$ cat config.mk
export PLATFORM = sky130hd
export DESIGN_NAME = sample_record_decoder_top
export DESIGN_NICKNAME = d
export VERILOG_FILES = /design/src/rtl/srd_pkg.sv /design/src/rtl/srd_parser.sv /design/src/rtl/srd_result_buf.sv /design/src/rtl/sample_record_decoder_top.sv
export VERILOG_INCLUDE_DIRS = /design/src /design/src/rtl
export SDC_FILE = /design/constraint.sdc
export NUM_CORES = 1
export LEC_CHECK = 0
export BUFFER_PORTS_ARGS = -buffer_cell sky130_fd_sc_hd__buf_2
export CORE_ASPECT_RATIO = 2
export CORE_MARGIN = 5
export CORE_UTILIZATION = 38
export DETAILED_ROUTE_END_ITERATION = 8
export HOLD_SLACK_MARGIN = 0.08
export PLACE_DENSITY = 0.66
export SYNTH_ARGS = -nofsm -noshare
export SYNTH_HDL_FRONTEND = slang
export SYNTH_SLANG_ARGS = --single-unit
$ cat constraint.sdc
create_clock -name clk -period 6.9 [get_ports clk]
set_clock_uncertainty 0.1 [all_clocks]
set_input_delay 0.69 -clock clk [delete_from_list [all_inputs] [get_ports clk]]
set_output_delay 0.69 -clock clk [all_outputs]
set_load 0.005 [all_outputs]
$ cat src/rtl/sample_record_decoder_top_defines.svh
// Assertion macros for the sample record decoder.
// Used by the top level; requires clk and rst in the including scope.
`ifndef SAMPLE_RECORD_DECODER_TOP_DEFINES_SVH
`define SAMPLE_RECORD_DECODER_TOP_DEFINES_SVH

`ifndef NO_ASSERTIONS
`define SRD_ASSERT_IMPLIES(label, cond, expr) \
  label: assert property (@(posedge clk) disable iff (rst) (cond) |-> (expr)) \
    else $error("srd assertion failed");
`define SRD_ASSERT_NEXT(label, cond, expr) \
  label: assert property (@(posedge clk) disable iff (rst) (cond) |=> (expr)) \
    else $error("srd assertion failed");
`else
`define SRD_ASSERT_IMPLIES(label, cond, expr)
`define SRD_ASSERT_NEXT(label, cond, expr)
`endif

`endif

$ cat src/rtl/srd_pkg.sv
// Shared types, codes and helpers of the sample record decoder.
// No dependencies.
`timescale 1ns / 1ps

package srd_pkg;

  typedef enum logic [7:0] {
    PH_TYPE  = 8'b0000_0001,
    PH_BREF  = 8'b0000_0010,
    PH_BTIME = 8'b0000_0100,
    PH_BVAL  = 8'b0000_1000,
    PH_DREF  = 8'b0001_0000,
    PH_DTIME = 8'b0010_0000,
    PH_EVAL  = 8'b0100_0000,
    PH_DROP  = 8'b1000_0000
  } srd_phase_t;

  typedef logic [1:0] srd_status_t;

  localparam srd_status_t ST_OK         = 2'd0;
  localparam srd_status_t ST_WRONG_TYPE = 2'd1;
  localparam srd_status_t ST_TRUNCATED  = 2'd2;
  localparam srd_status_t ST_OVERFLOW   = 2'd3;

  localparam logic [3:0] WORD_LAST_COUNT   = 4'd8;
  localparam logic [3:0] VARINT_LAST_COUNT = 4'd9;

  typedef struct packed {
    logic        sample_push;
    logic        status_push;
    logic [63:0] series_ref;
    logic [63:0] sample_time;
    logic [63:0] value_bits;
    srd_status_t status;
  } srd_push_t;

  typedef struct packed {
    logic sample_free;
    logic status_free;
  } srd_free_t;

  function automatic logic [63:0] varint_part(input logic [3:0] cnt, input logic [7:0] b);
    logic [63:0] w;
    logic [5:0]  sh;
    w = {57'd0, b[6:0]};
    case (cnt)
      4'd0: sh = 6'd0;
      4'd1: sh = 6'd7;
      4'd2: sh = 6'd14;
      4'd3: sh = 6'd21;
      4'd4: sh = 6'd28;
      4'd5: sh = 6'd35;
      4'd6: sh = 6'd42;
      4'd7: sh = 6'd49;
      4'd8: sh = 6'd56;
      4'd9: sh = 6'd63;
      default: sh = 6'd0;
    endcase
    return w << sh;
  endfunction

endpackage

$ cat src/rtl/srd_parser.sv
// Input register, type register and per-byte record parser.
// Depends on srd_pkg; feeds srd_result_buf.
`timescale 1ns / 1ps

module srd_parser (
  input  logic              clk,
  input  logic              rst,
  input  logic              cfg_wr_en,
  input  logic [7:0]        cfg_wr_data,
  input  logic              in_valid,
  output logic              in_stall,
  input  logic [7:0]        data_byte,
  input  logic              last_byte,
  output srd_pkg::srd_push_t push,
  input  srd_pkg::srd_free_t slot_free
);
  import srd_pkg::*;

  logic        in_full;
  logic [7:0]  in_byte;
  logic        in_last;
  logic [7:0]  type_code;

  srd_phase_t  phase, phase_next;
  logic [3:0]  byte_count, byte_count_next;
  logic [63:0] acc, acc_next;
  logic [63:0] ref_origin, ref_origin_next;
  logic [63:0] time_origin, time_origin_next;
  logic [63:0] pend_ref, pend_ref_next;
  logic [63:0] pend_time, pend_time_next;
  srd_status_t err_code, err_code_next;

  logic [63:0] acc_shift;
  logic [3:0]  cnt_inc;
  logic [63:0] var_acc;
  logic [63:0] delta;
  logic        gen_sample;
  logic [63:0] smp_ref;
  logic [63:0] smp_time;
  srd_status_t end_status;
  logic        fire;

  assign acc_shift = {acc[55:0], in_byte};
  assign cnt_inc   = byte_count + 4'd1;
  assign var_acc   = acc | varint_part(byte_count, in_byte);
  assign delta     = {1'b0, var_acc[63:1]} ^ {64{var_acc[0]}};

  always_comb begin
    phase_next       = phase;
    byte_count_next  = byte_count;
    acc_next         = acc;
    ref_origin_next  = ref_origin;
    time_origin_next = time_origin;
    pend_ref_next    = pend_ref;
    pend_time_next   = pend_time;
    err_code_next    = err_code;
    gen_sample       = 1'b0;
    smp_ref          = pend_ref;
    smp_time         = pend_time;
    case (phase)
      PH_TYPE: begin
        if (in_byte == type_code) begin
          phase_next = PH_BREF;
        end else begin
          err_code_next = ST_WRONG_TYPE;
          phase_next    = PH_DROP;
        end
        byte_count_next = 4'd0;
        acc_next        = 64'd0;
      end
      PH_BREF, PH_BTIME, PH_BVAL, PH_EVAL: begin
        acc_next        = acc_shift;
        byte_count_next = cnt_inc;
        if (cnt_inc >= WORD_LAST_COUNT) begin
          byte_count_next = 4'd0;
          acc_next        = 64'd0;
          if (phase == PH_BREF) begin
            ref_origin_next = acc_shift;
            phase_next      = PH_BTIME;
          end else if (phase == PH_BTIME) begin
            time_origin_next = acc_shift;
            phase_next       = PH_BVAL;
          end else if (phase == PH_BVAL) begin
            gen_sample = 1'b1;
            smp_ref    = ref_origin;
            smp_time   = time_origin;
            phase_next = PH_DREF;
          end else begin
            gen_sample = 1'b1;
            phase_next = PH_DREF;
          end
        end
      end
      PH_DREF, PH_DTIME: begin
        if (byte_count >= VARINT_LAST_COUNT && in_byte > 8'd1) begin
          err_code_next   = ST_OVERFLOW;
          phase_next      = PH_DROP;
          byte_count_next = 4'd0;
          acc_next        = 64'd0;
        end else if (in_byte[7]) begin
          acc_next        = var_acc;
          byte_count_next = cnt_inc;
        end else begin
          if (phase == PH_DREF) begin
            pend_ref_next = ref_origin + delta;
            phase_next    = PH_DTIME;
          end else begin
            pend_time_next = time_origin + delta;
            phase_next     = PH_EVAL;
          end
          byte_count_next = 4'd0;
          acc_next        = 64'd0;
        end
      end
      default: begin
      end
    endcase
  end

  always_comb begin
    if (err_code_next != ST_OK) begin
      end_status = err_code_next;
    end else if ((phase_next == PH_BREF || phase_next == PH_DREF)
                 && byte_count_next == 4'd0) begin
      end_status = ST_OK;
    end else begin
      end_status = ST_TRUNCATED;
    end
  end

  assign fire = in_full
             && (!gen_sample || (slot_free.sample_free && slot_free.status_free))
             && (!in_last || slot_free.status_free);

  assign in_stall = in_full && !fire;

  assign push.sample_push = fire && gen_sample;
  assign push.status_push = fire && in_last;
  assign push.series_ref  = smp_ref;
  assign push.sample_time = smp_time;
  assign push.value_bits  = acc_shift;
  assign push.status      = end_status;

  always_ff @(posedge clk) begin
    if (rst) begin
      in_full <= 1'b0;
    end else if (!in_stall) begin
      in_full <= in_valid;
    end
  end

  always_ff @(posedge clk) begin
    if (!in_stall && in_valid) begin
      in_byte <= data_byte;
      in_last <= last_byte;
    end
  end

  always_ff @(posedge clk) begin
    if (rst) begin
      type_code <= 8'd2;
    end else if (cfg_wr_en) begin
      type_code <= cfg_wr_data;
    end
  end

  always_ff @(posedge clk) begin
    if (rst || (fire && in_last)) begin
      phase       <= PH_TYPE;
      byte_count  <= 4'd0;
      acc         <= 64'd0;
      ref_origin  <= 64'd0;
      time_origin <= 64'd0;
      pend_ref    <= 64'd0;
      pend_time   <= 64'd0;
      err_code    <= ST_OK;
    end else if (fire) begin
      phase       <= phase_next;
      byte_count  <= byte_count_next;
      acc         <= acc_next;
      ref_origin  <= ref_origin_next;
      time_origin <= time_origin_next;
      pend_ref    <= pend_ref_next;
      pend_time   <= pend_time_next;
      err_code    <= err_code_next;
    end
  end

endmodule

$ cat src/rtl/srd_result_buf.sv
// Result slots: one for a sample, one for an end-of-record status.
// Depends on srd_pkg; driven by srd_parser.
`timescale 1ns / 1ps

module srd_result_buf (
  input  logic               clk,
  input  logic               rst,
  input  srd_pkg::srd_push_t push,
  output srd_pkg::srd_free_t slot_free,
  output logic               out_valid,
  input  logic               out_stall,
  output logic               is_status,
  output logic [63:0]        series_ref,
  output logic signed [63:0] sample_time,
  output logic [63:0]        value_bits,
  output logic [1:0]         status,
  output logic               end_of_record
);
  import srd_pkg::*;

  logic        s_full;
  logic [63:0] s_ref;
  logic [63:0] s_time;
  logic [63:0] s_val;
  logic        t_full;
  srd_status_t t_code;
  logic        pop;
  logic        pop_s;
  logic        pop_t;

  assign out_valid = s_full || t_full;
  assign pop       = out_valid && !out_stall;
  assign pop_s     = pop && s_full;
  assign pop_t     = pop && !s_full && t_full;

  assign slot_free.sample_free = !s_full || pop_s;
  assign slot_free.status_free = !t_full || pop_t;

  always_ff @(posedge clk) begin
    if (rst) begin
      s_full <= 1'b0;
      t_full <= 1'b0;
    end else begin
      if (push.sample_push) begin
        s_full <= 1'b1;
      end else if (pop_s) begin
        s_full <= 1'b0;
      end
      if (push.status_push) begin
        t_full <= 1'b1;
      end else if (pop_t) begin
        t_full <= 1'b0;
      end
    end
  end

  always_ff @(posedge clk) begin
    if (push.sample_push) begin
      s_ref  <= push.series_ref;
      s_time <= push.sample_time;
      s_val  <= push.value_bits;
    end
    if (push.status_push) begin
      t_code <= push.status;
    end
  end

  assign is_status     = !s_full;
  assign end_of_record = !s_full;
  assign series_ref    = s_full ? s_ref : 64'd0;
  assign sample_time   = s_full ? $signed(s_time) : 64'sd0;
  assign value_bits    = s_full ? s_val : 64'd0;
  assign status        = s_full ? ST_OK : t_code;

endmodule

$ cat src/rtl/sample_record_decoder_top.sv
// Sample record decoder, top level: parser plus result slots.
// Path: a byte accepted into the input register is parsed from there, and its first result
// is registered in a result slot, from which the output port can take it.
// Throughput: one byte per cycle while the result slots have room; a byte that ends a sample and
// the record yields a sample and a status, both sent through the single result port, sample first.
// Reset (rst, synchronous) clears parse state and slots and sets the type code to 2.
`timescale 1ns / 1ps
`include "sample_record_decoder_top_defines.svh"

module sample_record_decoder_top (
  input  logic               clk,
  input  logic               rst,
  input  logic               cfg_wr_en,
  input  logic [7:0]         cfg_wr_data,
  input  logic               in_valid,
  output logic               in_stall,
  input  logic [7:0]         data_byte,
  input  logic               last_byte,
  output logic               out_valid,
  input  logic               out_stall,
  output logic               is_status,
  output logic [63:0]        series_ref,
  output logic signed [63:0] sample_time,
  output logic [63:0]        value_bits,
  output logic [1:0]         status,
  output logic               end_of_record
);
  import srd_pkg::*;

  srd_push_t push;
  srd_free_t slot_free;

  srd_parser u_parser (
    .clk         (clk),
    .rst         (rst),
    .cfg_wr_en   (cfg_wr_en),
    .cfg_wr_data (cfg_wr_data),
    .in_valid    (in_valid),
    .in_stall    (in_stall),
    .data_byte   (data_byte),
    .last_byte   (last_byte),
    .push        (push),
    .slot_free   (slot_free)
  );

  srd_result_buf u_result_buf (
    .clk           (clk),
    .rst           (rst),
    .push          (push),
    .slot_free     (slot_free),
    .out_valid     (out_valid),
    .out_stall     (out_stall),
    .is_status     (is_status),
    .series_ref    (series_ref),
    .sample_time   (sample_time),
    .value_bits    (value_bits),
    .status        (status),
    .end_of_record (end_of_record)
  );

  `SRD_ASSERT_IMPLIES(a_sample_slot_free, push.sample_push, slot_free.sample_free && slot_free.status_free)
  `SRD_ASSERT_IMPLIES(a_status_slot_free, push.status_push, slot_free.status_free)
  `SRD_ASSERT_IMPLIES(a_sample_clean, out_valid && !is_status, status == ST_OK && !end_of_record)
  `SRD_ASSERT_NEXT(a_status_shows, push.status_push && !push.sample_push, out_valid)

endmodule

; ---- After elaboration in Yosys (flattened, before gate mapping)
; Memory sizes are Yosys's and may differ from the RTL's. A register that Yosys moved wholly into a read port is not among the register bits.
; Index checks and enable logic that the tools add are counted.
; Widths: inputs -> output; s select.
[word_totals]
regBits = 548
romBits = 96
input_bits = 22
out_inout_bits = 198
wordCells = 126
mem_count = 1
[mem_list]
columns = memory, words, width, rd, rd_ports_with_merged_regs, wr, line
row1 = (name not given), 16, 6, 1, 1, 0, srd_pkg.sv:46  ; case (cnt)
[op_classes]
addsub = 3
order_cmp = 3
eq_ne = 10
shifts = 1
n_mux = 45
bitwise_logic = 6
reduce_logical = 39
[ops]
columns = op, count
row1 = $mux 64, 16
row2 = $pmux 64 s3, 1
row3 = $add 64x64->64, 2
row4 = $or 64x64->64, 1
row5 = $shl 7x6->64, 1
row6 = $xor 63x64->64, 1
row7 = $mux 8, 5
row8 = $pmux 8 s3, 1
row9 = $mux 4, 5
row10 = $eq 8x2->1 const B, 2
row11 = $eq 8x5->1 const B, 2
row12 = $reduce_and 5->1, 3
row13 = $logic_and 1x1->1, 13
row14 = $pmux 4 s3, 1
row15 = $mux 2, 5
row16 = $eq 8x1->1 const B, 1
row17 = $eq 8x3->1 const B, 1
row18 = $eq 8x4->1 const B, 1
row19 = $eq 8x6->1 const B, 1
row20 = $eq 8x7->1 const B, 1
row21 = $eq 8x8->1, 1
row22 = $ge 4x4->1 const B, 2
row23 = $gt 8x1->1 const B, 1
row24 = $mux 1, 8
row25 = other kinds (14), 31

; ---- Depth between registers and ports, before layout
[depth]
depth_word = 13
mapped_depth = 23
ltp_nobuf = 21

; ---- By module
; A second synthesis with hierarchy kept.
[unflattened]
cells_unflattened = 3544
area_unflattened_um2 = 31129.9
[modules_own_cells]
columns = mod, instances, cells_each, area_each_um2, seq_area_each_um2
row1 = srd_parser, 1, 3123, 23801.6, 7257.0
row2 = srd_result_buf, 1, 421, 7328.3, 5865.6

; ---- Least setup slack after synthesis
; OpenSTA, ideal clock, no wires.
[synth_timing]
path_kind = input-to-reg
start = input port out_stall
end = register u_result_buf.s_ref[0] (enable)
setup_ns = 0.544
arrival_time_ns = 5.196
required_ns = 6.256
path_slack_ns = 1.060
path_stages = 6
path_buffers = 1
path_cell_list = maj3_1 inv_1 o21a_1 buf_2 nand2_1 inv_1
[synth_lines]
columns = element, line
row1 = "start, declared", sample_record_decoder_top.sv:20  ; input logic out_stall,
row2 = "end signal, assigned", srd_result_buf.sv:59  ; s_ref <= push.series_ref;
row3 = "end, declared", srd_result_buf.sv:22  ; logic [63:0] s_ref;

; ---- Worst setup path after layout
[layout_timing]
start = register u_parser.in_byte[0]
end = register u_parser.pend_time[54]
[layout_via]
elab_chain_len = 4
elab_cells_between_ends = 8
classes_between = 1 x add/sub / 1 x order compare / 1 x shift / 3 x bitwise / 2 x reduce/logical
[layout_rtl]
columns = element, line
row1 = "start, declared", srd_parser.sv:20  ; logic [7:0] in_byte;
row2 = "start signal, assigned", srd_parser.sv:154  ; in_byte <= data_byte;
row3 = $shl 7x6->64 / $gt 8x1->1 (equally long branches), "srd_pkg.sv:59, srd_parser.sv:95"
row4 = $or 64x64->64 / $logic_and 1x1->1 (equally long branches), "srd_parser.sv:45, srd_parser.sv:95"
row5 = $xor 63x64->64 / $not 1->1 (equally long branches), n/a
row6 = $add 64x64->64 / $reduce_and 5->1 (equally long branches), n/a
row7 = "end signal, assigned", srd_parser.sv:184  ; pend_time <= pend_time_next;
row8 = "end, declared", srd_parser.sv:30  ; logic [63:0] pend_time, pend_time_next;
; Several ways; a longest one is shown, not always the timed one.
; A chain may end at the register's enable or synchronous reset.

==> run metrics <==
Syn Inst Count=3,588; Reg2Reg Setup Slack=around 0.6 ns; first-pass GRT wire length=between 150,000 and 200,000 µm; DRC viols=0; row count=approximately 150; Avg WL per Cell=23.2 µm; fillcell total=~8,200; Synth warnings=0; Initial Util=38.3%; H-tree Lvls=2; multi-input logic area=17,000 µm²; slew margin rel.=-0.0371%; crit-path max FO=9; power density over the cells=193 nW/µm²; CP arrival=~6.8 ns; Final Setup Violations=0; GR Overflow Total=0; register area=13,100 µm²; max-slew violations=1; f_max=~160 MHz; Worst-Skew Late Latency=about 0.64 ns; n_diodes=0; Reg clk slew, reported paths=about 0.07 ns; register area share after synthesis=a little over two fifths; Main synth FF type=dfxtp_1; Hold Buf Count CTS=0; outcome=complete, but fails checks; Max IR drop VDD=approximately 0.18 mV; startpoint types=register; TritonCTS Buffers=just over 50; Final Net Count=between 3,000 and 4,000; Routed Antenna Nets=0; setup total negative slack=0 ns; final wirelength=110,000 µm; Worst Tran Pin Value=about 1.5 ns; Inst Count DP=roughly 4,700; clock sinks=~550; async set-or-reset flop fraction in the synthesized netlist=0%; cell taking the most area after synthesis=dfxtp_1; Lkg Pwr=between 10 and 15 nW; Final period util=91.5%; # IOs=220; post-placement cell area=33,100 µm²; most common cell after layout, fill and taps aside=nand2_1; Synth cell types=86; core area=~81,000 µm²; Mapped Nets=between 3,000 and 4,000; Initial DRC Count=1,663; final setup margin=between 0.5 and 0.6 ns; syn avg cell area=between 8 and 9 µm²; post-CTS setup buffers=0; clock buffer depth=3; worst hold-check path type=in -> reg; Final GP Congestion=1.01; vias in the first global route=~27,000; largest net degree at the start of global routing=~160; die height=415 µm; Final Instance Count excl. Fillers=between 4,000 and 5,000; Area Growth Syn to Fin=11.5%; Final HPWL DP=80,800 µm; dpl ws=0.735 ns; IO buf count=about 220; cell area after layout=34,800 µm²; hold slack=0.128 ns; share of layout cells above drive strength 1=about 14%; Die X-Extent=about 210 µm; number of synthesized flops with an enable pin=slightly above 200; TritonCTS clock tree=yes; most frequent cells in the layout=638 x nand2_1, 458 x a21oi_1, 350 x dfxtp_1, 219 x buf_2, 211 x nor2_1; Post-Syn Area=31,200 µm²; clk root buf=clkbuf_16; CP Capture Type=register; fin crit period=6.32 ns; vias=between 20,000 and 30,000; Die ar.=roughly 90,000 µm²; reg2reg start=u_parser.in_byte[0]; Yosys reg bits=~550; via/cell ratio=around 5.7; failing checks=capacitance limit, slew limit; CP Launch Point=u_parser.in_byte[0]; GRT Util Overall=between 20 and 25%; share of Yosys cell area claimed by the top area cell type=between 20% and 30%; drt first pass iters=7; CP Class=reg -> reg; synth top area cells=dfxtp_1 23%, edfxtp_1 20%, nand2_1 7.7%; Max-Cap Viols=1; critical path required time=between 7 and 8 ns; Fin. Hold Viols=0; Hold Crit Start=data_byte[4]; cts repair resizes=0; RSZ-0062 raised after global routing=no; initial antenna violation count=1
-- Yosys cell counts, types with 9 or more instances --
| master | number |
|---|---|
| a211oi_1 | 17 |
| a21o_1 | 62 |
| a21oi_1 | 459 |
| a22o_1 | 14 |
| a22oi_1 | 66 |
| a31oi_1 | 12 |
| and2_1 | 203 |
| and3_1 | 9 |
| buf_1 | 11 |
| buf_2 | 46 |
| clkbuf_1 | 176 |
| dfxtp_1 | 351 |
| edfxtp_1 | 203 |
| ha_1 | 147 |
| inv_1 | 61 |
| mux2_2 | 132 |
| mux2i_1 | 17 |
| nand2_1 | 640 |
| nand2b_1 | 13 |
| nand3_1 | 55 |
| nand4_1 | 44 |
| nor2_1 | 214 |
| nor2b_1 | 18 |
| nor3_1 | 30 |
| nor4_1 | 9 |
| o211ai_1 | 14 |
| o21a_1 | 23 |
| o21ai_0 | 161 |
| o21bai_1 | 29 |
| o31ai_1 | 13 |
| or2_2 | 11 |
| or3_1 | 15 |
| or4_1 | 11 |
| xnor2_1 | 77 |
| xor2_1 | 102 |
-- cell families (layout without fill, tap and decap cells) --
family	after synthesis	in the layout	synth area share, %
and+or+nand+nor	1298	1298	19.1
adders and majority gates	150	150	6.05
muxes	149	149	5.31
xor gates and xnor gates	179	179	5.02
AOI/OAI and AO/OA	962	962	18.8
DFF	554	554	42.0
buffers and inverters	296	417	3.76
-- per-layer routing --
layer | up-vias | global-route usage, % | share of wire, %
met5 | - | 0 | 0.012
met4 | 2 | 16.0 | 8.2
met3 | 377 | 3.01 | 4.7
met2 | 952 | 43.6 | 51
met1 | 12800 | 25.7 | 36
li1 | 12800 | - | -
-- power by group --
group	leakage (nW)	switching [mW]	internal (mW)
combinational	7.99	0.287	0.118
clock	0.800	1.41	1.52
sequential	5.11	0.0140	3.37
total	13.9	1.71	5.01
-- worst max-delay path, cell delays in order, from the launching register on --
cell	delay [ns]
edfxtp_1	0.61
mux2i_1	0.23
or2_2	0.33
nor3_1	0.62
a21o_1	0.27
xnor2_1	0.18
ha_1	0.26
inv_1	0.07
fa_1	0.44
nor2b_1	0.15
o21a_1	0.17
o211ai_1	0.09
buf_4	0.17
a21oi_1	0.26
a41oi_1	0.31
o41ai_1	0.56
nor2_1	0.20
o21ai_1	0.54
a31oi_1	0.19
or4_1	0.42
nand3_1	0.07
-- area by class of cell --
cell class / instances / share of cell area (%)
clock buffer: 62 / 3.93
clock inverter: 34 / 0.910
inverter: 61 / 0.680
multi-input combinational: 2738 / 48.9
sequential: 554 / 37.7
tap: 1050 / 3.78
timing repair buffer: 260 / 4.11
-- path summary, 6_finish.rpt --
| path | to | depth (start not counted) |
|---|---|---|
| hold reg to reg | u_parser.pend_ref[53] | 2 |
| setup reg to reg | u_parser.pend_time[54] | 20 |
| hold / removal | u_parser.in_byte[4] | 1 |
| setup / recovery | u_parser.pend_time[54] | 20 |
-- through the flow --
step	utilization, %	power, mW
after floorplan	-	3.74
after global placement	40.6	3.86
after detailed placement	40.6	3.86
after CTS	42.7	6.80
after global routing	42.7	6.96
final	42.7	6.73
-- flip-flops by register name, summed over array words and instances, names as in the netlist, 2 cells and up, named ones only --
register and flops:
u_parser.phase 8, u_result_buf.t_code 2, u_parser.ref_origin 64, u_result_buf.s_val 64, u_parser.byte_count 4, u_parser.pend_time 64
u_parser.err_code 2, u_parser.pend_ref 64, u_parser.in_byte 8, u_result_buf.s_ref 64, u_parser.acc 64, u_result_buf.s_time 64
u_parser.type_code 8, u_parser.time_origin 64
No activity file was read; power rests on OpenSTA's default activity.
